`src/rtl/core/gtl_pkg.sv`:
```
package gtl_pkg;

	// node and field widths
	localparam int MAX_NODES = 16;
	localparam int IDX_W     = $clog2(MAX_NODES);
	localparam int MASK_W    = MAX_NODES;
	localparam int NCNT_W    = 5;
	localparam int COEF_W    = 8;
	// a*lo + b*hi stays below 2 * 255 * 16
	localparam int SUM_W     = 13;
	localparam int SQ_W      = 2 * SUM_W;
	localparam int WGT_W     = 27;
	localparam int TOTAL_W   = 31;
	localparam int OUT_W     = 30;
	localparam int IN_DATA_W  = 24;
	localparam int OUT_DATA_W = 32;

	// what an edge evaluation is for
	typedef enum logic [1:0] {
		EV_SEED  = 2'd0,
		EV_TAIL  = 2'd1,
		EV_HEAD  = 2'd2,
		EV_CLOSE = 2'd3
	} eval_kind_t;

	typedef enum logic [3:0] {
		ST_IDLE,
		ST_SEED,
		ST_SEED_DRAIN,
		ST_SEED_COMMIT,
		ST_CHECK,
		ST_GROW,
		ST_GROW_DRAIN,
		ST_GROW_COMMIT,
		ST_CLOSE,
		ST_CLOSE_DRAIN,
		ST_FINISH
	} gtl_state_t;

	typedef struct packed {
		logic              start;
		logic [MASK_W-1:0] node_mask;
		logic              issue;
		eval_kind_t        kind;
		logic [IDX_W-1:0]  node_i;
		logic [IDX_W-1:0]  node_j;
		logic              seed_commit;
		logic              grow_commit;
		logic              finish;
	} gtl_cmd_t;

	typedef struct packed {
		logic [MASK_W-1:0] unvisited;
		logic              busy;
		logic              out_full;
	} gtl_stat_t;

	// one bit per node below n
	function automatic logic [MASK_W-1:0] nodes_below(input logic [NCNT_W-1:0] n);
		logic [MASK_W-1:0] m;
		m = '0;
		for (int k = 0; k < MASK_W; k++) begin
			m[k] = (NCNT_W'(k) < n);
		end
		return m;
	endfunction

	function automatic logic [MASK_W-1:0] node_bit(input logic [IDX_W-1:0] idx);
		logic [MASK_W-1:0] m;
		m = '0;
		m[idx] = 1'b1;
		return m;
	endfunction

endpackage

```
`src/rtl/core/gtl_ctrl.sv`:
```
module gtl_ctrl (
	input  logic                       clk,
	input  logic                       arst_n,
	input  logic                       in_valid,
	input  logic [gtl_pkg::NCNT_W-1:0] in_node_count,
	output logic                       ready,
	input  gtl_pkg::gtl_stat_t         stat,
	output gtl_pkg::gtl_cmd_t          cmd
);

	gtl_pkg::gtl_state_t state_q, state_d;
	logic [gtl_pkg::IDX_W-1:0] i_q, i_d;
	logic [gtl_pkg::IDX_W-1:0] j_q, j_d;
	logic [gtl_pkg::IDX_W-1:0] v_q, v_d;
	logic [gtl_pkg::IDX_W-1:0] last_q, last_d;
	logic side_q, side_d;
	logic [gtl_pkg::NCNT_W-1:0] n_eff;

	always_ff @(posedge clk or negedge arst_n) begin
		if (!arst_n) begin
			state_q <= gtl_pkg::ST_IDLE;
			i_q     <= '0;
			j_q     <= '0;
			v_q     <= '0;
			last_q  <= '0;
			side_q  <= 1'b0;
		end else begin
			state_q <= state_d;
			i_q     <= i_d;
			j_q     <= j_d;
			v_q     <= v_d;
			last_q  <= last_d;
			side_q  <= side_d;
		end
	end

	always_comb begin
		if (in_node_count > gtl_pkg::NCNT_W'(gtl_pkg::MAX_NODES)) begin
			n_eff = gtl_pkg::NCNT_W'(gtl_pkg::MAX_NODES);
		end else begin
			n_eff = in_node_count;
		end
	end

	always_comb begin
		state_d = state_q;
		i_d     = i_q;
		j_d     = j_q;
		v_d     = v_q;
		last_d  = last_q;
		side_d  = side_q;
		cmd     = '0;
		ready   = 1'b0;
		case (state_q)
			gtl_pkg::ST_IDLE: begin
				ready = 1'b1;
				if (in_valid) begin
					cmd.start     = 1'b1;
					cmd.node_mask = gtl_pkg::nodes_below(n_eff);
					i_d    = '0;
					j_d    = '0;
					last_d = gtl_pkg::IDX_W'(n_eff - gtl_pkg::NCNT_W'(1));
					if (in_node_count < gtl_pkg::NCNT_W'(2)) begin
						state_d = gtl_pkg::ST_FINISH;
					end else begin
						state_d = gtl_pkg::ST_SEED;
					end
				end
			end
			gtl_pkg::ST_SEED: begin
				cmd.issue  = (i_q != j_q);
				cmd.kind   = gtl_pkg::EV_SEED;
				cmd.node_i = i_q;
				cmd.node_j = j_q;
				if (j_q == last_q) begin
					j_d = '0;
					if (i_q == last_q) begin
						state_d = gtl_pkg::ST_SEED_DRAIN;
					end else begin
						i_d = i_q + gtl_pkg::IDX_W'(1);
					end
				end else begin
					j_d = j_q + gtl_pkg::IDX_W'(1);
				end
			end
			gtl_pkg::ST_SEED_DRAIN: begin
				if (!stat.busy) begin
					state_d = gtl_pkg::ST_SEED_COMMIT;
				end
			end
			gtl_pkg::ST_SEED_COMMIT: begin
				cmd.seed_commit = 1'b1;
				state_d = gtl_pkg::ST_CHECK;
			end
			gtl_pkg::ST_CHECK: begin
				v_d    = '0;
				side_d = 1'b0;
				if (stat.unvisited == '0) begin
					state_d = gtl_pkg::ST_CLOSE;
				end else begin
					state_d = gtl_pkg::ST_GROW;
				end
			end
			gtl_pkg::ST_GROW: begin
				// tail edge first, then head edge, for every unvisited node
				cmd.issue  = stat.unvisited[v_q];
				cmd.kind   = side_q ? gtl_pkg::EV_HEAD : gtl_pkg::EV_TAIL;
				cmd.node_j = v_q;
				if (stat.unvisited[v_q] && !side_q) begin
					side_d = 1'b1;
				end else begin
					side_d = 1'b0;
					if (v_q == last_q) begin
						state_d = gtl_pkg::ST_GROW_DRAIN;
					end else begin
						v_d = v_q + gtl_pkg::IDX_W'(1);
					end
				end
			end
			gtl_pkg::ST_GROW_DRAIN: begin
				if (!stat.busy) begin
					state_d = gtl_pkg::ST_GROW_COMMIT;
				end
			end
			gtl_pkg::ST_GROW_COMMIT: begin
				cmd.grow_commit = 1'b1;
				state_d = gtl_pkg::ST_CHECK;
			end
			gtl_pkg::ST_CLOSE: begin
				cmd.issue = 1'b1;
				cmd.kind  = gtl_pkg::EV_CLOSE;
				state_d   = gtl_pkg::ST_CLOSE_DRAIN;
			end
			gtl_pkg::ST_CLOSE_DRAIN: begin
				if (!stat.busy) begin
					state_d = gtl_pkg::ST_FINISH;
				end
			end
			gtl_pkg::ST_FINISH: begin
				if (!stat.out_full) begin
					cmd.finish = 1'b1;
					state_d = gtl_pkg::ST_IDLE;
				end
			end
			default: begin
				state_d = gtl_pkg::ST_IDLE;
			end
		endcase
	end

endmodule

```
`src/rtl/core/gtl_dpath.sv`:
```
module gtl_dpath (
	input  logic                       clk,
	input  logic                       arst_n,
	input  gtl_pkg::gtl_cmd_t          cmd,
	input  logic [gtl_pkg::COEF_W-1:0] coef_low,
	input  logic [gtl_pkg::COEF_W-1:0] coef_high,
	output gtl_pkg::gtl_stat_t         stat,
	output logic                       out_valid,
	input  logic                       out_ready,
	output logic [gtl_pkg::OUT_W-1:0]  cycle_length
);

	logic [gtl_pkg::COEF_W-1:0]  coef_a_q, coef_b_q;
	logic [gtl_pkg::IDX_W-1:0]   head_q, tail_q;
	logic [gtl_pkg::MASK_W-1:0]  mask_q;
	logic [gtl_pkg::TOTAL_W-1:0] total_q;
	logic [gtl_pkg::WGT_W-1:0]   best_w_q;
	logic [gtl_pkg::IDX_W-1:0]   best_x_q, best_y_q;
	gtl_pkg::eval_kind_t         best_kind_q;
	logic                        found_q;
	logic                        out_valid_q;
	logic [gtl_pkg::OUT_W-1:0]   result_q;

	// evaluation pipeline
	logic                        valid_s1, valid_s2;
	gtl_pkg::eval_kind_t         kind_s1, kind_s2;
	logic [gtl_pkg::IDX_W-1:0]   x_s1, y_s1, x_s2, y_s2;
	logic [gtl_pkg::SUM_W-1:0]   sum_s1;
	logic [gtl_pkg::WGT_W-1:0]   w_s2;

	logic [gtl_pkg::IDX_W-1:0]        ev_x, ev_y;
	logic [gtl_pkg::IDX_W:0]          ev_lo, ev_hi;
	logic [gtl_pkg::COEF_W+gtl_pkg::IDX_W:0] prod_lo, prod_hi;
	logic [gtl_pkg::SQ_W-1:0]         sq;
	logic                             better;

	always_comb begin
		case (cmd.kind)
			gtl_pkg::EV_SEED:  ev_x = cmd.node_i;
			gtl_pkg::EV_TAIL:  ev_x = tail_q;
			gtl_pkg::EV_HEAD:  ev_x = head_q;
			gtl_pkg::EV_CLOSE: ev_x = head_q;
			default:           ev_x = head_q;
		endcase
		ev_y = (cmd.kind == gtl_pkg::EV_CLOSE) ? tail_q : cmd.node_j;
		if (ev_x < ev_y) begin
			ev_lo = {1'b0, ev_x} + (gtl_pkg::IDX_W+1)'(1);
			ev_hi = {1'b0, ev_y} + (gtl_pkg::IDX_W+1)'(1);
		end else begin
			ev_lo = {1'b0, ev_y} + (gtl_pkg::IDX_W+1)'(1);
			ev_hi = {1'b0, ev_x} + (gtl_pkg::IDX_W+1)'(1);
		end
		prod_lo = (gtl_pkg::COEF_W+gtl_pkg::IDX_W+1)'(coef_a_q)
			* (gtl_pkg::COEF_W+gtl_pkg::IDX_W+1)'(ev_lo);
		prod_hi = (gtl_pkg::COEF_W+gtl_pkg::IDX_W+1)'(coef_b_q)
			* (gtl_pkg::COEF_W+gtl_pkg::IDX_W+1)'(ev_hi);
	end

	assign sq     = gtl_pkg::SQ_W'(sum_s1) * gtl_pkg::SQ_W'(sum_s1);
	assign better = !found_q || (w_s2 < best_w_q);

	always_ff @(posedge clk or negedge arst_n) begin
		if (!arst_n) begin
			valid_s1 <= 1'b0;
			valid_s2 <= 1'b0;
		end else begin
			valid_s1 <= cmd.issue;
			valid_s2 <= valid_s1;
		end
	end

	always_ff @(posedge clk) begin
		kind_s1 <= cmd.kind;
		x_s1    <= ev_x;
		y_s1    <= ev_y;
		sum_s1  <= gtl_pkg::SUM_W'(prod_lo) + gtl_pkg::SUM_W'(prod_hi);
		kind_s2 <= kind_s1;
		x_s2    <= x_s1;
		y_s2    <= y_s1;
		w_s2    <= gtl_pkg::WGT_W'(sq) + gtl_pkg::WGT_W'(1);
	end

	always_ff @(posedge clk or negedge arst_n) begin
		if (!arst_n) begin
			coef_a_q    <= '0;
			coef_b_q    <= '0;
			head_q      <= '0;
			tail_q      <= '0;
			mask_q      <= '0;
			total_q     <= '0;
			best_w_q    <= '0;
			best_x_q    <= '0;
			best_y_q    <= '0;
			best_kind_q <= gtl_pkg::EV_SEED;
			found_q     <= 1'b0;
		end else begin
			if (cmd.start) begin
				coef_a_q <= coef_low;
				coef_b_q <= coef_high;
				head_q   <= '0;
				tail_q   <= '0;
				mask_q   <= cmd.node_mask;
				total_q  <= '0;
				found_q  <= 1'b0;
			end else if (cmd.seed_commit) begin
				head_q  <= best_x_q;
				tail_q  <= best_y_q;
				total_q <= gtl_pkg::TOTAL_W'(best_w_q);
				mask_q  <= mask_q & ~gtl_pkg::node_bit(best_x_q) & ~gtl_pkg::node_bit(best_y_q);
				found_q <= 1'b0;
			end else if (cmd.grow_commit) begin
				if (best_kind_q == gtl_pkg::EV_TAIL) begin
					tail_q <= best_y_q;
				end else begin
					head_q <= best_y_q;
				end
				total_q <= total_q + gtl_pkg::TOTAL_W'(best_w_q);
				mask_q  <= mask_q & ~gtl_pkg::node_bit(best_y_q);
				found_q <= 1'b0;
			end else if (valid_s2) begin
				if (kind_s2 == gtl_pkg::EV_CLOSE) begin
					total_q <= total_q + gtl_pkg::TOTAL_W'(w_s2);
				end else if (better) begin
					// strict improvement only, so the first minimum stays
					best_w_q    <= w_s2;
					best_x_q    <= x_s2;
					best_y_q    <= y_s2;
					best_kind_q <= kind_s2;
					found_q     <= 1'b1;
				end
			end
		end
	end

	// result register
	always_ff @(posedge clk or negedge arst_n) begin
		if (!arst_n) begin
			out_valid_q <= 1'b0;
		end else if (cmd.finish) begin
			out_valid_q <= 1'b1;
		end else if (out_ready) begin
			out_valid_q <= 1'b0;
		end
	end

	always_ff @(posedge clk) begin
		if (cmd.finish) begin
			result_q <= total_q[gtl_pkg::OUT_W-1:0];
		end
	end

	assign out_valid      = out_valid_q;
	assign cycle_length   = result_q;
	assign stat.unvisited = mask_q;
	assign stat.busy      = valid_s1 || valid_s2;
	assign stat.out_full  = out_valid_q;

`ifndef SYNTH
	a_commit_idle: assert property (@(posedge clk) disable iff (!arst_n)
		(cmd.seed_commit || cmd.grow_commit) |-> !(valid_s1 || valid_s2))
		else $error("commit while evaluations in flight");

	a_grow_one_node: assert property (@(posedge clk) disable iff (!arst_n)
		cmd.grow_commit |=> ($countones(mask_q) == $countones($past(mask_q)) - 1))
		else $error("grow step did not visit exactly one node");

	a_seed_ends_differ: assert property (@(posedge clk) disable iff (!arst_n)
		cmd.seed_commit |=> (head_q != tail_q))
		else $error("seed edge has equal ends");

	a_no_overwrite: assert property (@(posedge clk) disable iff (!arst_n)
		cmd.finish |-> !out_valid_q)
		else $error("result written over a pending one");
`endif

endmodule

```
`src/rtl/core/greedy_tour_length.sv`:
```
// greedy_tour_length: greedy double-ended nearest-neighbor tour length
//
// input channel (s_axis): one transaction per problem, carrying n, the
// number of nodes, and the coefficients coef_low and coef_high; the edge
// weight between nodes is rebuilt on the fly, nothing is stored per edge
// output channel (m_axis): one transaction per problem with the cycle length
//
// the edges are evaluated by the single edge-weight pipeline (two stages,
// at most one evaluation issued per cycle, none while it drains), and that
// pipeline is drained before each commit.
// n below 2 gives 0 without a search; n above 16 works as 16
// one problem is processed at a time; tready is high only while idle
//
// the result sits in an output register, so a new problem is taken while the
// previous result still waits; if the receiver stalls, the next result is
// held back until the register frees up
// reset clears the controller, the pipeline valids and the output valid
module greedy_tour_length (
	input  logic                           clk,
	input  logic                           arst_n,
	input  logic                           s_axis_tvalid,
	output logic                           s_axis_tready,
	// node_count[4:0], coef_low[12:5], coef_high[20:13], zero pad
	input  logic [gtl_pkg::IN_DATA_W-1:0]  s_axis_tdata,
	output logic                           m_axis_tvalid,
	input  logic                           m_axis_tready,
	// cycle_length[29:0], zero pad
	output logic [gtl_pkg::OUT_DATA_W-1:0] m_axis_tdata
);

	// input field unpacking
	logic [gtl_pkg::NCNT_W-1:0] node_count;
	logic [gtl_pkg::COEF_W-1:0] coef_low;
	logic [gtl_pkg::COEF_W-1:0] coef_high;
	logic [gtl_pkg::OUT_W-1:0]  cycle_length;

	// controller to datapath commands and status back
	gtl_pkg::gtl_cmd_t  cmd;
	gtl_pkg::gtl_stat_t stat;
	logic               ready;

	assign node_count = s_axis_tdata[gtl_pkg::NCNT_W-1:0];
	assign coef_low   = s_axis_tdata[gtl_pkg::NCNT_W +: gtl_pkg::COEF_W];
	assign coef_high  = s_axis_tdata[gtl_pkg::NCNT_W+gtl_pkg::COEF_W +: gtl_pkg::COEF_W];

	// sequencer: seed scan, grow rounds, closing edge
	gtl_ctrl u_ctrl (
		.clk           (clk),
		.arst_n        (arst_n),
		.in_valid      (s_axis_tvalid),
		.in_node_count (node_count),
		.ready         (ready),
		.stat          (stat),
		.cmd           (cmd)
	);

	// weight pipeline, best-candidate tracking, path state and result register
	gtl_dpath u_dpath (
		.clk          (clk),
		.arst_n       (arst_n),
		.cmd          (cmd),
		.coef_low     (coef_low),
		.coef_high    (coef_high),
		.stat         (stat),
		.out_valid    (m_axis_tvalid),
		.out_ready    (m_axis_tready),
		.cycle_length (cycle_length)
	);

	assign s_axis_tready = ready;
	assign m_axis_tdata  = {{(gtl_pkg::OUT_DATA_W-gtl_pkg::OUT_W){1'b0}}, cycle_length};

endmodule
```
`config.mk`:
```
export PLATFORM = sky130hd
export DESIGN_NAME = greedy_tour_length
export DESIGN_NICKNAME = d
export VERILOG_FILES = /design/src/rtl/core/gtl_pkg.sv /design/src/rtl/core/gtl_ctrl.sv /design/src/rtl/core/gtl_dpath.sv /design/src/rtl/core/greedy_tour_length.sv
export SDC_FILE = /design/constraint.sdc
export NUM_CORES = 1
export LEC_CHECK = 0
export BUFFER_PORTS_ARGS = -buffer_cell sky130_fd_sc_hd__clkbuf_2
export CAP_MARGIN = 10
export CORE_MARGIN = 4
export CORE_UTILIZATION = 57
export CTS_CLUSTER_DIAMETER = 40
export CTS_CLUSTER_SIZE = 24
export DETAILED_ROUTE_END_ITERATION = 12
export GPL_TIMING_DRIVEN = 1
export PLACE_DENSITY = 0.82
export RECOVER_POWER = 25
export SLEW_MARGIN = 20
export SYNTH_ARGS = -nofsm -noshare
export SYNTH_HDL_FRONTEND = slang
export SYNTH_SLANG_ARGS = --single-unit
```
`constraint.sdc`:
```
create_clock -name clk -period 10.9 [get_ports clk]
set_input_delay 2.18 -clock clk [delete_from_list [all_inputs] [get_ports clk]]
set_output_delay 2.18 -clock clk [all_outputs]
set_load 0.01 [all_outputs]
```
---- Yosys cells after proc, flatten, opt, wreduce, memory -nomap -nowiden ----
Index checks and enable logic that the tools add are counted.
storage, ports and cells
  register bits after elaboration ......... 223
  bits in latches ......................... 0
  RAM bits ................................ 0
  bits in read-only memories .............. 0
  output and inout port bits .............. 34
  logic and storage cells ................. 207
  memories kept ........................... 0
operators by class
  add/sub/neg operators ................... 10
  multipliers ............................. 3
  divide/modulo/power cells ............... 0
  magnitude comparators ................... 25
  equality and inequality tests ........... 32
  shift operators ......................... 0
  multiplexer cells ....................... 69
  bitwise logic cells ..................... 9
  reductions and logical operators ........ 30
operators by type and width
  kind                                                                  count
  31-bit 2-to-1 mux                                                     5
  4-bit 2-to-1 mux                                                      27
  31-bit by 27-bit adder with 31-bit output                             2
  16-bit AND                                                            3
  16-bit 2-to-1 mux                                                     3
  4-bit by 5-bit < comparator with 1-bit output, first input constant   8
  4-bit one-hot mux with 10 select lines                                1
  17-bit 2-to-1 mux                                                     2
  16-bit NOT                                                            2
  4-bit one-hot mux with 2 select lines                                 4
  26-bit by 1-bit adder with 27-bit output, second input constant       1
  27-bit < comparator                                                   1
  13-bit by 13-bit multiplier with 26-bit output                        1
  8-bit by 5-bit multiplier with 13-bit output                          2
  3-bit by 5-bit < comparator with 1-bit output, first input constant   4
  1-bit 2-to-1 mux                                                      17
  4-bit by 3-bit == test with 1-bit output, second input constant       4
  16-bit zero test                                                      1
  2-bit inequality test, second input constant                          8
  4-bit by 5-bit < comparator with 1-bit output, second input constant  3
  5-bit 2-to-1 mux                                                      3
  13-bit adder                                                          1
  4-bit by 1-bit adder with 4-bit output, second input constant         3
  4-bit == test                                                         3
  other kinds (38)                                                      69

---- Longest topological paths before layout ----
Gate-level depths: netlist (run 1).
  word-level depth ........................ 10
  mapped depth ............................ 30
  mapped depth without buffers ............ 29

---- Hierarchy ----
Synthesis (run 1) repeated with hierarchy kept, for this count alone.
unflattened totals
  cell total of the unflattened synthesis .. 1887
  area total of the unflattened synthesis .. 18699.2 um2
modules (own cells, without submodules)
  module              instances  cells an instance  area an instance (um2)
  gtl_dpath           1          1640               16756.1
  gtl_ctrl            1          244                1924.3
  greedy_tour_length  1          3                  18.8

---- Worst setup path after synthesis (run 1) ----
Ideal clock, no wire load.
  path kind ............................... reg-to-reg
  start point ............................. register u_ctrl.state_q[3]
  end point ............................... register u_dpath.sum_s1[12] in the netlist's numbering
  library setup time ...................... 120 ps
  arrival time ............................ 7716 ps
  slack ................................... 3064 ps
  stages on the path, launching flop included .. 26
  buffers on the path ..................... 1
  period minus slack after synthesis ...... 7836 ps
  cell sequence ........................... dfrtp_1 > buf_4 > nand2b_1 > or3_1 > o221a_2 > ha_1 > a21o_1 > o41ai_4 > mux2i_1 > nand2_1 > fa_1 > inv_1 > fa_1 > fa_1 > fa_1 > inv_1 > fa_1 > inv_1 > ha_1 > or2_2 > a21oi_1 > a21oi_1 > and4_1 > a2111oi_0 > a21oi_1 > xnor2_1
between the ends
  longest elaborated chain between the ends .. 9
  elaborated cells between the ends (all ways) .. 21
  classes of those cells .................. add/sub: 3; mul: 2; order compare: 1; eq/ne: 6; mux: 7; reduce/logical: 2
RTL lines
  element                                                                              line                                               text
  start, declared                                                                      gtl_ctrl.sv:11                                     gtl_pkg::gtl_state_t state_q, state_d;
  start signal, assigned                                                               gtl_ctrl.sv:21                                     state_q <= gtl_pkg::ST_IDLE;
  start signal, assigned                                                               gtl_ctrl.sv:28                                     state_q <= state_d;
  4-bit == test, or another cell as far along                                          gtl_ctrl.sv:54                                     case (state_q)
  3-bit one-hot mux with 3 select lines                                                gtl_ctrl.sv:54
  2-bit == test                                                                        gtl_dpath.sv:38                                    case (cmd.kind)
  2-bit OR reduction (no source line)                                                  --
  4-bit one-hot mux with 3 select lines (*)                                            gtl_dpath.sv:38
  named net u_dpath.ev_x, one bit                                                      gtl_dpath.sv:31                                    logic [gtl_pkg::IDX_W-1:0] ev_x, ev_y;
  4-bit by 1-bit adder with 5-bit output / 4-bit < comparator (equally long branches)  gtl_dpath.sv:47, gtl_dpath.sv:51, gtl_dpath.sv:46
  5-bit 2-to-1 mux                                                                     gtl_dpath.sv:46                                    if (ev_x < ev_y) begin
  8-bit by 5-bit multiplier with 13-bit output (on tied branches)                      gtl_dpath.sv:54, gtl_dpath.sv:56
  13-bit adder (*)                                                                     gtl_dpath.sv:76                                    sum_s1 <= gtl_pkg::SUM_W'(prod_lo) + gtl_pkg::SUM_W'(prod_hi);
  end signal, assigned                                                                 gtl_dpath.sv:76
  end, declared                                                                        gtl_dpath.sv:28                                    logic [gtl_pkg::SUM_W-1:0] sum_s1;
Mark *: on every way through the listed nets, which the timed path passes. The rest lies on a longest branch.
A chain may end at the register's enable or synchronous reset.

---- Final worst setup path (run 1) ----
  start point ............................. register u_ctrl.state_q[1]
  end point ............................... register u_dpath.sum_s1[12] in the netlist's numbering
between the ends
  elaborated cells between the ends (all ways) .. 21
  classes of those cells .................. add/sub: 3; mul: 2; order compare: 1; eq/ne: 6; mux: 7; reduce/logical: 2
RTL lines
  element                                                                              line                                               text
  4-bit == test, or another cell as far along                                          gtl_ctrl.sv:54
  3-bit one-hot mux with 3 select lines                                                gtl_ctrl.sv:54
  2-bit == test                                                                        gtl_dpath.sv:45                                    ev_y = (cmd.kind == gtl_pkg::EV_CLOSE) ? tail_q : cmd.node_j;
  4-bit 2-to-1 mux (*)                                                                 gtl_dpath.sv:45
  named net u_dpath.ev_y, one bit                                                      gtl_dpath.sv:31
  4-bit by 1-bit adder with 5-bit output / 4-bit < comparator (equally long branches)  gtl_dpath.sv:48, gtl_dpath.sv:50, gtl_dpath.sv:46
  5-bit 2-to-1 mux                                                                     gtl_dpath.sv:46
  8-bit by 5-bit multiplier with 13-bit output (on tied branches)                      gtl_dpath.sv:54, gtl_dpath.sv:56
  13-bit adder (*)                                                                     gtl_dpath.sv:76
Marked as above.

==> run summary, run 1 <==
Status = finished, violations left
Failing checks = capacitance limit, slew limit
Crit Path Class = reg2reg
CTS tree = built
Overflow after GRT = 0
Post-cts repair resize count = 0
Final hold viol count = 0
Max Root-Sink Buffers = 3
Vias in the first global route = 14400
Mapped Area = 18100 um2
Post-synthesis sequential area ratio = 29.9%
CTS Sinks = 222
Max-slew headroom = -122%
Hold crit path type = reg2reg
Worst-path clk slew = 0.07 ns
Initial antenna violation count = 0
Synth cell types = 76
Gate Count Post-Synth = 1877
IO Count = 62
Setup-failing EPs final = 0
Synth Flop Type = dfrtp_1
CP Max Fanout = 26
Post-synthesis average cell area = 9.63 um2
Synth Register Bits = 222
Layout Nets = 2247
CORE AREA = 30900 um2
Starting DRT DRC Count = 986
Worst Skew = 0.0286 ns
Final min period = 9.28 ns
Hold slack = 0.328 ns
Detailed-route via count = 13800
Die height = 186 um
DRT Wirelength = 40200 um
Critical Path RT = 11.33 ns
Yosys warnings = 0
Least-Margin Pin Slew = 3.33 ns
# diodes = 0
Global-route wire length before repair = 68200 um
Port Buffers = 56
Dpl hpwl = 30400 um
DR WL/cell = 17.3 um
Maxcap violations = 1
Die W = 186 um
Share of cells above drive strength 1 = 9.19%
Vias per cell = 5.96
CP Data Arrival Time = 9.71 ns
Post-CTS Setup Bufs = 0
F_max = 108 MHz
Hold_buf cts = 0
# DRC = 0
Final period util = 85.1%
Total track usage = 23.7%
RSZ-0062 raised after global routing = false
First-pass detailed-route iteration total = 8
Total Die Area = 34600 um2
Synth top area share = 18.3%
Crit. End Element = flop
Top cells by area, synth = dfrtp_1 (18%), fa_1 (17%), ha_1 (11%), dfxtp_1 (6.6%), edfxtp_1 (5.0%)
Largest net degree at the start of global routing = 72
H-tree levels = 1
Clock Latency Late Sink = 0.56 ns
Startpoint Class = flop
Clock root buffer = clkbuf_16
Row cnt = 64
Post-synth ARST share = 59.5%
Commonest non-fill, non-tap cells in the layout = nand2_1 (209), inv_1 (209), ha_1 (164)
Cell accounting for the most synthesized area = dfrtp_1
Synthesis-to-finish area growth = 8.61%
Filler Cells Inserted = 2369
Setup TNS = 0 ns
Starting Density = 58.5%
Post-synth EDFFs = 30
Max-slew violation count = 63
Final ANT Viol Nets = 0
Gpl congestion = 0.933
TritonCTS Buffers = 29
-- state kept, by name, indices dropped and copies added (netlist names), 8 cells and up --
signal,flops
u_dpath.total_q,30
u_dpath.best_w_q,27
u_dpath.cycle_length,30
u_dpath.w_s2,27
u_dpath.coef_a_q,8
u_dpath.sum_s1,13
u_dpath.mask_q,16
u_dpath.coef_b_q,8
-- final timing paths --
kind	startpoint	end	slack (ns)	cells after the start
worst max-delay path	u_ctrl.state_q[1]	u_dpath.sum_s1[12]	1.62	24
worst max register to register	u_ctrl.state_q[1]	u_dpath.sum_s1[12]	1.62	24
max in group asynchronous	arst_n	u_dpath.best_w_q[20]	5.85	2
worst min register to register	u_dpath.y_s1[3]	u_dpath.y_s2[3]	0.33	0
min in group asynchronous	arst_n	u_ctrl.last_q[2]	2.74	1
worst min-delay path	u_dpath.y_s1[3]	u_dpath.y_s2[3]	0.33	0
-- stage by stage --
step / worst slack [ns] / area (um2) / cells / utilization (%)
after floorplan: 3.06 / 18100 / 1879 / -
after global placement: 2.17 / 18700 / 2268 / 60.4
after detailed placement: 1.78 / 18700 / 2268 / 60.4
after CTS: 1.64 / 19700 / 2322 / 63.6
after global routing: 1.03 / 19600 / 2322 / 63.5
final: 1.62 / 19600 / 2322 / 63.5
-- synthesized netlist by cell type, drive strengths merged, types with 3 or more instances --
cell type	count
inv	209
nand2	209
ha	164
fa	152
o21ai	136
dfrtp	132
and2	96
a21oi	89
nor2	63
dfxtp	60
clkbuf	59
xnor2	50
mux2	41
a21o	34
xor2	34
nor2b	32
edfxtp	30
nand3	30
nand2b	20
nor3	20
a22oi	19
mux2i	14
a221oi	13
o31ai	13
buf	12
o211ai	10
a211oi	9
and3	9
nand4	9
nor4	9
o21bai	9
a31oi	7
or2	7
a22o	6
o21a	6
or3	6
mux4	5
o22ai	5
a221o	4
a2111oi	3
a41oi	3
and4	3
nor3b	3
o221a	3
-- layout make-up --
type / count / area [um2] / share of cell area [%]
Sequential cell: 222 / 5410 / 27.5
Clock inverter: 22 / 268 / 1.36
Tap cell: 396 / 495 / 2.52
Inverter: 209 / 785 / 3.99
Timing Repair Buffer: 64 / 339 / 1.73
Multi-Input combinational cell: 1377 / 11600 / 59.1
Clock buffer: 32 / 737 / 3.75
-- critical path: stages, from the launching register on --
cell       delay (ns)
dfrtp_1          0.65
nand2b_4         0.29
nor3_1           0.89
nand2_1          0.18
nand2_1          0.24
inv_1            0.08
ha_1             0.26
o41ai_4          0.72
mux2i_1          0.74
and2_1           0.26
fa_1             0.46
fa_1             0.52
fa_1             0.52
fa_1             0.56
inv_1            0.06
fa_1             0.53
inv_1            0.04
ha_1             0.34
or2_2            0.29
a21oi_1          0.18
a21oi_1          0.09
and4_1           0.23
a2111oi_0        0.68
a21oi_1          0.18
xnor2_1          0.18
-- layer usage --
| layer | part of all wire [%] | up-vias | global-route usage (%) | routed length (um) |
|---|---|---|---|---|
| li1 | - | 6429 | - | - |
| met1 | 41 | 6757 | 31.1 | 16600 |
| met2 | 49 | 526 | 40.8 | 19900 |
| met3 | 6.1 | 119 | 2.91 | 2460 |
| met4 | 3.2 | 0 | 8.42 | 1290 |
| met5 | 0 | - | 0 | 0 |
-- logic make-up after synthesis --
logic type               after synthesis  share of synthesized area [%]
AND/OR/NAND/NOR                      521                           14.2
other                                  1                         0.0207
XOR/XNOR                              84                           4.07
adder cells (fa/ha/maj)              316                           28.2
buffers and inverters                280                           5.97
AO/OA/AOI/OAI                        393                           13.7
multiplexers                          60                           3.97
flip-flops                           222                           29.9
Power of run 1 is left out: the tool's default activity adds up to more than one toggle a clock period on the data nets, which glitch-free logic cannot reach.
==> run 2, diff against run 1 <==
--- a/config.mk
+++ b/config.mk
@@ -13,7 +13,7 @@
 export CTS_CLUSTER_SIZE = 24
 export DETAILED_ROUTE_END_ITERATION = 12
 export GPL_TIMING_DRIVEN = 1
-export PLACE_DENSITY = 0.82
+export PLACE_DENSITY = 0.74
 export RECOVER_POWER = 25
 export SLEW_MARGIN = 20
 export SYNTH_ARGS = -nofsm -noshare
==> run 2 against run 1 <==
  * Fmax decreased by 0.70%
  * Register-to-register slack got worse by 0.07 ns
  * Final area increased by 0.31%
  * Hold slack got worse by 0.011 ns
  * Critical endpoint unchanged
  * Largest cell class unchanged
  * Clock skew increased by 0.0043 ns
  * Critical path type unchanged
  * First-iteration DRC count decreased by 17%
  * The run still ends with capacitance limit, slew limit left
==> run summary, run 2 (synthesis gave the netlist of run 1 again) <==
TritonCTS Buffers = 29 (unchanged)
Highest-delay cell along the critical path = nor3_1
Maxcap violations = 2 (+1)
Crit path max-delay family = adder cells
Overflow after GRT = 0 (unchanged)
CTS tree = built
Starting DRT DRC Count = 823 (-17%)
Synthesis-to-finish area growth = 8.95%
Share of cells above drive strength 1 = 9.18% (-0.0095 points)
Status = finished, violations left
WHS Path Cells = 0 (unchanged)
Gpl congestion = 0.922 (-1.2%)
First-pass detailed-route iteration total = 5 (-3)
CP Max Fanout = 26 (unchanged)
RSZ-0062 raised after global routing = false
Initial antenna violation count = 1 (+1)
DRT Wirelength = 39500 um (-1.8%)
Place WS = 1.83 ns (+0.0472 ns)
Filler Cells Inserted = 2419 (+2.1%)
CTS Sinks = 222 (unchanged)
R2R Setup Slk = 1.56 ns (-0.07 ns)
CORE AREA = 30900 um2 (unchanged)
Setup-failing EPs final = 0 (unchanged)
Total track usage = 23.4% (-0.32 points)
R2r endpoint = u_dpath.sum_s1[12]
Die height = 186 um (unchanged)
Crit Path Class = reg2reg
Worst path max stage delay = 0.96 ns (+0.07 ns)
Setup TNS = 0 ns (unchanged)
Min-Delay Endpoint = u_dpath.kind_s2[0]
CP most frequent cell = fa_1
# diodes = 0 (unchanged)
Worst setup slack after layout = 1.56 ns (-0.0651 ns)
IO Count = 62 (unchanged)
# DRC = 0 (unchanged)
Failing checks = capacitance limit, slew limit
Worst-path clk slew = 0.06 ns (about the same)
Total Die Area = 34600 um2 (unchanged)
CP Data Arrival Time = 9.77 ns (+0.06 ns)
FF-to-FF path depth = 25 (+4.2%)
Vias per cell = 5.82 (-2.3%)
Layout Nets = 2249 (+0.089%)
Max Root-Sink Buffers = 3 (unchanged)
Final ANT Viol Nets = 0 (unchanged)
Starting Density = 58.5% (unchanged)
Worst Skew = 0.0329 ns (+0.00430 ns)
Clock Latency Late Sink = 0.55 ns (about the same)
F_max = 107 MHz (-0.70%)
Final period util = 85.7% (+0.60 points)
Final hold viol count = 0 (unchanged)
DR WL/cell = 17.0 um (-1.8%)
Largest net degree at the start of global routing = 80 (+11%)
Vias in the first global route = 13800 (-4.2%)
Reg-to-reg startpoint = u_ctrl.state_q[1]
Dpl hpwl = 30200 um (-0.65%)
Detailed-route via count = 13500 (-2.2%)
Crit. End Element = flop
Post-cts repair resize count = 0 (unchanged)
Hold crit path type = reg2reg
Die W = 186 um (unchanged)
H-tree levels = 1 (unchanged)
Max-slew violation count = 112 (+78%)
Max-slew headroom = -189% (-67 points)
Clock root buffer = clkbuf_16
Post-CTS Setup Bufs = 0 (unchanged)
Hold Crit Start = u_dpath.kind_s1[0]
Row cnt = 64 (unchanged)
Least-Margin Pin Slew = 4.33 ns (+1.00 ns)
Commonest non-fill, non-tap cells in the layout = nand2_1 (209), inv_1 (209), ha_1 (164)
Global-route wire length before repair = 66800 um (-2.1%)
Hold_buf cts = 0 (unchanged)
Crit path buffers/inverters = 4 (+1)
Startpoint Class = flop
Critical Path RT = 11.33 ns (about the same)
Port Buffers = 56 (unchanged)
Final min period = 9.34 ns (+0.0651 ns)
[run 2: cell type report]
cell class	instances	area (um2)	area share, %
Multi-Input combinational cell	1377	11600	58.9
Timing Repair Buffer	66	350	1.78
Tap cell	396	495	2.51
Clock inverter	20	244	1.24
Clock buffer	34	818	4.15
Inverter	209	785	3.98
Sequential cell	222	5410	27.4
[run 2: worst max-delay path by stage]
stage | from | to | slack [ns] | cells after the start
global placement | u_ctrl.state_q[2] | u_dpath.sum_s1[12] | 2.13 | 24
floorplan | u_ctrl.state_q[3] | u_dpath.sum_s1[12] | 3.06 | 25
CTS | u_ctrl.state_q[2] | u_dpath.sum_s1[12] | 1.80 | 24
global route | u_ctrl.state_q[1] | u_dpath.sum_s1[12] | 1.02 | 25
detailed placement | u_ctrl.state_q[2] | u_dpath.sum_s1[12] | 1.83 | 24
finish | u_ctrl.state_q[1] | u_dpath.sum_s1[12] | 1.56 | 25
[run 2: worst register-to-register path: cells and delay by family (launching register included)]
family	cells	cell delay [ns]
flip-flops	1	0.66
AND/OR/NAND/NOR	7	2.45
multiplexers	1	0.80
buffers and inverters	4	0.23
AO/OA/AOI/OAI	5	1.74
adder cells (fa/ha/maj)	7	3.17
XOR/XNOR	1	0.17
[run 2: metrics by stage]
stage	util, %	hold slack, ns	cells	instance area, um2
floorplan	-	0.310	1879	18100
global placement	60.4	0.310	2270	18700
detailed placement	60.4	0.312	2270	18700
CTS	63.9	0.317	2324	19700
global route	63.7	0.317	2324	19700
finish	63.7	0.317	2324	19700
[run 2: routing by layer]
metal | vias up | global-route usage [%] | part of all wire (%)
met5 | - | 0 | 0
met4 | 0 | 6.09 | 2.2
met3 | 67 | 2.27 | 5.0
met2 | 387 | 39.5 | 48
met1 | 6634 | 32.7 | 44
li1 | 6433 | - | -
Power of run 2 is left out for the same reason.
==> run 3, diff against run 2 <==
--- a/config.mk
+++ b/config.mk
@@ -13,6 +13,7 @@
 export CTS_CLUSTER_SIZE = 24
 export DETAILED_ROUTE_END_ITERATION = 12
 export GPL_TIMING_DRIVEN = 1
+export MAX_ROUTING_LAYER = met4
 export PLACE_DENSITY = 0.74
 export RECOVER_POWER = 25
 export SLEW_MARGIN = 20
==> run 3 against run 2 <==
  * Critical path type unchanged
  * Critical path depth down 1
  * Sequential share of layout area about the same
  * Utilization shrank 0.11 points
  * Final area fell by 0.18%
  * The run still ends with capacitance limit, slew limit left
  * Via count decreased by 0.45%
==> run summary, run 3 (synthesis gave the netlist of run 1 again) <==
Status = finished, violations left
Failing checks = capacitance limit, slew limit
Max-slew headroom = -116% (+73 points)
Largest net degree at the start of global routing = 77 (-3.8%)
Crit. End Element = flop
Fin area = 19700 um2 (-0.18%)
CTS Sinks = 222 (unchanged)
Global-route wire length before repair = 67200 um (+0.51%)
DRT Wirelength = 39700 um (+0.37%)
Crit Path Class = reg2reg
Clock root buffer = clkbuf_16
Dpl hpwl = 30300 um (+0.30%)
Startpoint Class = flop
Reg-to-reg startpoint = u_ctrl.state_q[2]
Worst-path clk slew = 0.06 ns (about the same)
R2r endpoint = u_dpath.sum_s1[12]
Worst path cell trace = nand2b_1, or3_1, o221a_2, ha_1, a21o_1, o41ai_4, mux2i_1, nand2_1, fa_1, inv_1, fa_1, fa_1, fa_1, inv_1, fa_1, inv_1, ha_1, or2_2, a21oi_1, a21oi_1, and4_1, a2111oi_0, a21oi_1, xnor2_1
F_max = 109 MHz (+1.6%)
DR WL/cell = 17.1 um (+0.33%)
CP Max Fanout = 22 (-15%)
Placed cell areas = 18700 um2 (-0.12%)
Post-cts repair resize count = 0 (unchanged)
Max Root-Sink Buffers = 3 (unchanged)
CORE AREA = 30900 um2 (unchanged)
Final period util = 84.3% (-1.4 points)
Worst Skew = 0.0345 ns (+0.00169 ns)
H-tree levels = 1 (unchanged)
CP Data Arrival Time = 9.65 ns (-0.12 ns)
RSZ-0062 raised after global routing = false
Hold Crit Start = u_dpath.x_s1[0]
Least-Margin Pin Slew = 3.24 ns (-1.10 ns)
TritonCTS Buffers = 31 (+6.9%)
Share of cells above drive strength 1 = 9.38% (+0.20 points)
Maxcap violations = 1 (-1)
Hold_buf cts = 0 (unchanged)
First-pass detailed-route iteration total = 5 (unchanged)
FF-to-FF path depth = 24 (-4.0%)
Synthesis-to-finish area growth = 8.76%
CP most frequent cell = fa_1
Hold crit path type = reg2reg
Final hold viol count = 0 (unchanged)
Detailed-route via count = 13500 (-0.45%)
Sequential cell area = 5410 um2 (unchanged)
Worst path max stage delay = 0.82 ns (-0.14 ns)
Starting DRT DRC Count = 837 (+1.7%)
Setup TNS = 0 ns (unchanged)
CTS tree = built
Initial antenna violation count = 0 (-1)
Row cnt = 64 (unchanged)
Die W = 186 um (unchanged)
Min-Delay Endpoint = u_dpath.x_s2[0]
Multi-input gate area = 11600 um2 (+0.16%)
Vias in the first global route = 13700 (-0.46%)
Critical Path RT = 11.35 ns (+0.02 ns)
Crit path max-delay family = adder cells
Final ANT Viol Nets = 0 (unchanged)
Max-slew violation count = 58 (-48%)
Fin util = 63.6% (-0.11 points)
Commonest non-fill, non-tap cells in the layout = nand2_1 (209), inv_1 (209), ha_1 (164)
Setup-failing EPs final = 0 (unchanged)
Vias per cell = 5.79 (-0.49%)
Total Die Area = 34600 um2 (unchanged)
Highest-delay cell along the critical path = dfrtp_1
Clock Latency Late Sink = 0.58 ns (+0.03 ns)
Final min period = 9.19 ns (-0.150 ns)
Die height = 186 um (unchanged)
IO Count = 62 (unchanged)
R2R Setup Slk = 1.71 ns (+0.15 ns)
Crit path buffers/inverters = 3 (-1)
# diodes = 0 (unchanged)
WHS Path Cells = 0 (unchanged)
Layout Nets = 2248 (-0.044%)
Total track usage = 24.3% (+0.94 points)
Overflow after GRT = 0 (unchanged)
Post-CTS Setup Bufs = 0 (unchanged)
# DRC = 0 (unchanged)
Port Buffers = 56 (unchanged)
Gpl congestion = 0.941 (+2.1%)
Filler Cells Inserted = 2476 (+2.4%)
Starting Density = 58.5% (unchanged)
-- run 3: worst reg2reg max path, stage by stage (launching register included) --
cell	delay [ns]
dfrtp_1	0.82
nand2b_1	0.30
or3_1	0.52
o221a_2	0.36
ha_1	0.34
a21o_1	0.23
o41ai_4	0.71
mux2i_1	0.78
nand2_1	0.17
fa_1	0.53
inv_1	0.06
fa_1	0.52
fa_1	0.44
fa_1	0.55
inv_1	0.05
fa_1	0.53
inv_1	0.04
ha_1	0.33
or2_2	0.29
a21oi_1	0.14
a21oi_1	0.06
and4_1	0.21
a2111oi_0	0.75
a21oi_1	0.18
xnor2_1	0.18
-- run 3: area by class of cell --
cell class | count | area share [%]
Tap cell | 396 | 2.52
Sequential cell | 222 | 27.5
Timing Repair Buffer | 63 | 1.69
Multi-Input combinational cell | 1377 | 59.1
Inverter | 209 | 3.99
Clock inverter | 24 | 1.22
Clock buffer | 34 | 4.00
-- run 3: layer usage --
layer | share of wire, % | up-vias | track usage (%)
met4 | 2.1 | 0 | 6.03
li1 | - | 6434 | -
met1 | 45 | 6601 | 32.6
met3 | 5.3 | 69 | 2.93
met2 | 48 | 356 | 39.9
met5 | 0 | - | -
-- run 3: worst max path at each step --
stage | from | endpoint | slack (ns) | cells past startpoint
floorplan | u_ctrl.state_q[3] | u_dpath.sum_s1[12] | 3.06 | 25
global placement | u_ctrl.state_q[2] | u_dpath.sum_s1[12] | 2.11 | 24
detailed placement | u_ctrl.state_q[2] | u_dpath.sum_s1[12] | 1.78 | 24
CTS | u_ctrl.state_q[2] | u_dpath.sum_s1[12] | 1.76 | 24
global route | u_ctrl.state_q[2] | u_dpath.sum_s1[12] | 1.19 | 24
finish | u_ctrl.state_q[2] | u_dpath.sum_s1[12] | 1.71 | 24
-- run 3: stage by stage --
stage	hold slack [ns]	std cells	setup slack [ns]
2_1_floorplan	0.310	1879	3.06
3_3_place_gp	0.311	2267	2.11
3_5_place_dp	0.312	2267	1.78
4_1_cts	0.327	2325	1.76
5_1_grt	0.331	2325	1.19
6_report	0.326	2325	1.71
Power of run 3 is left out for the same reason.
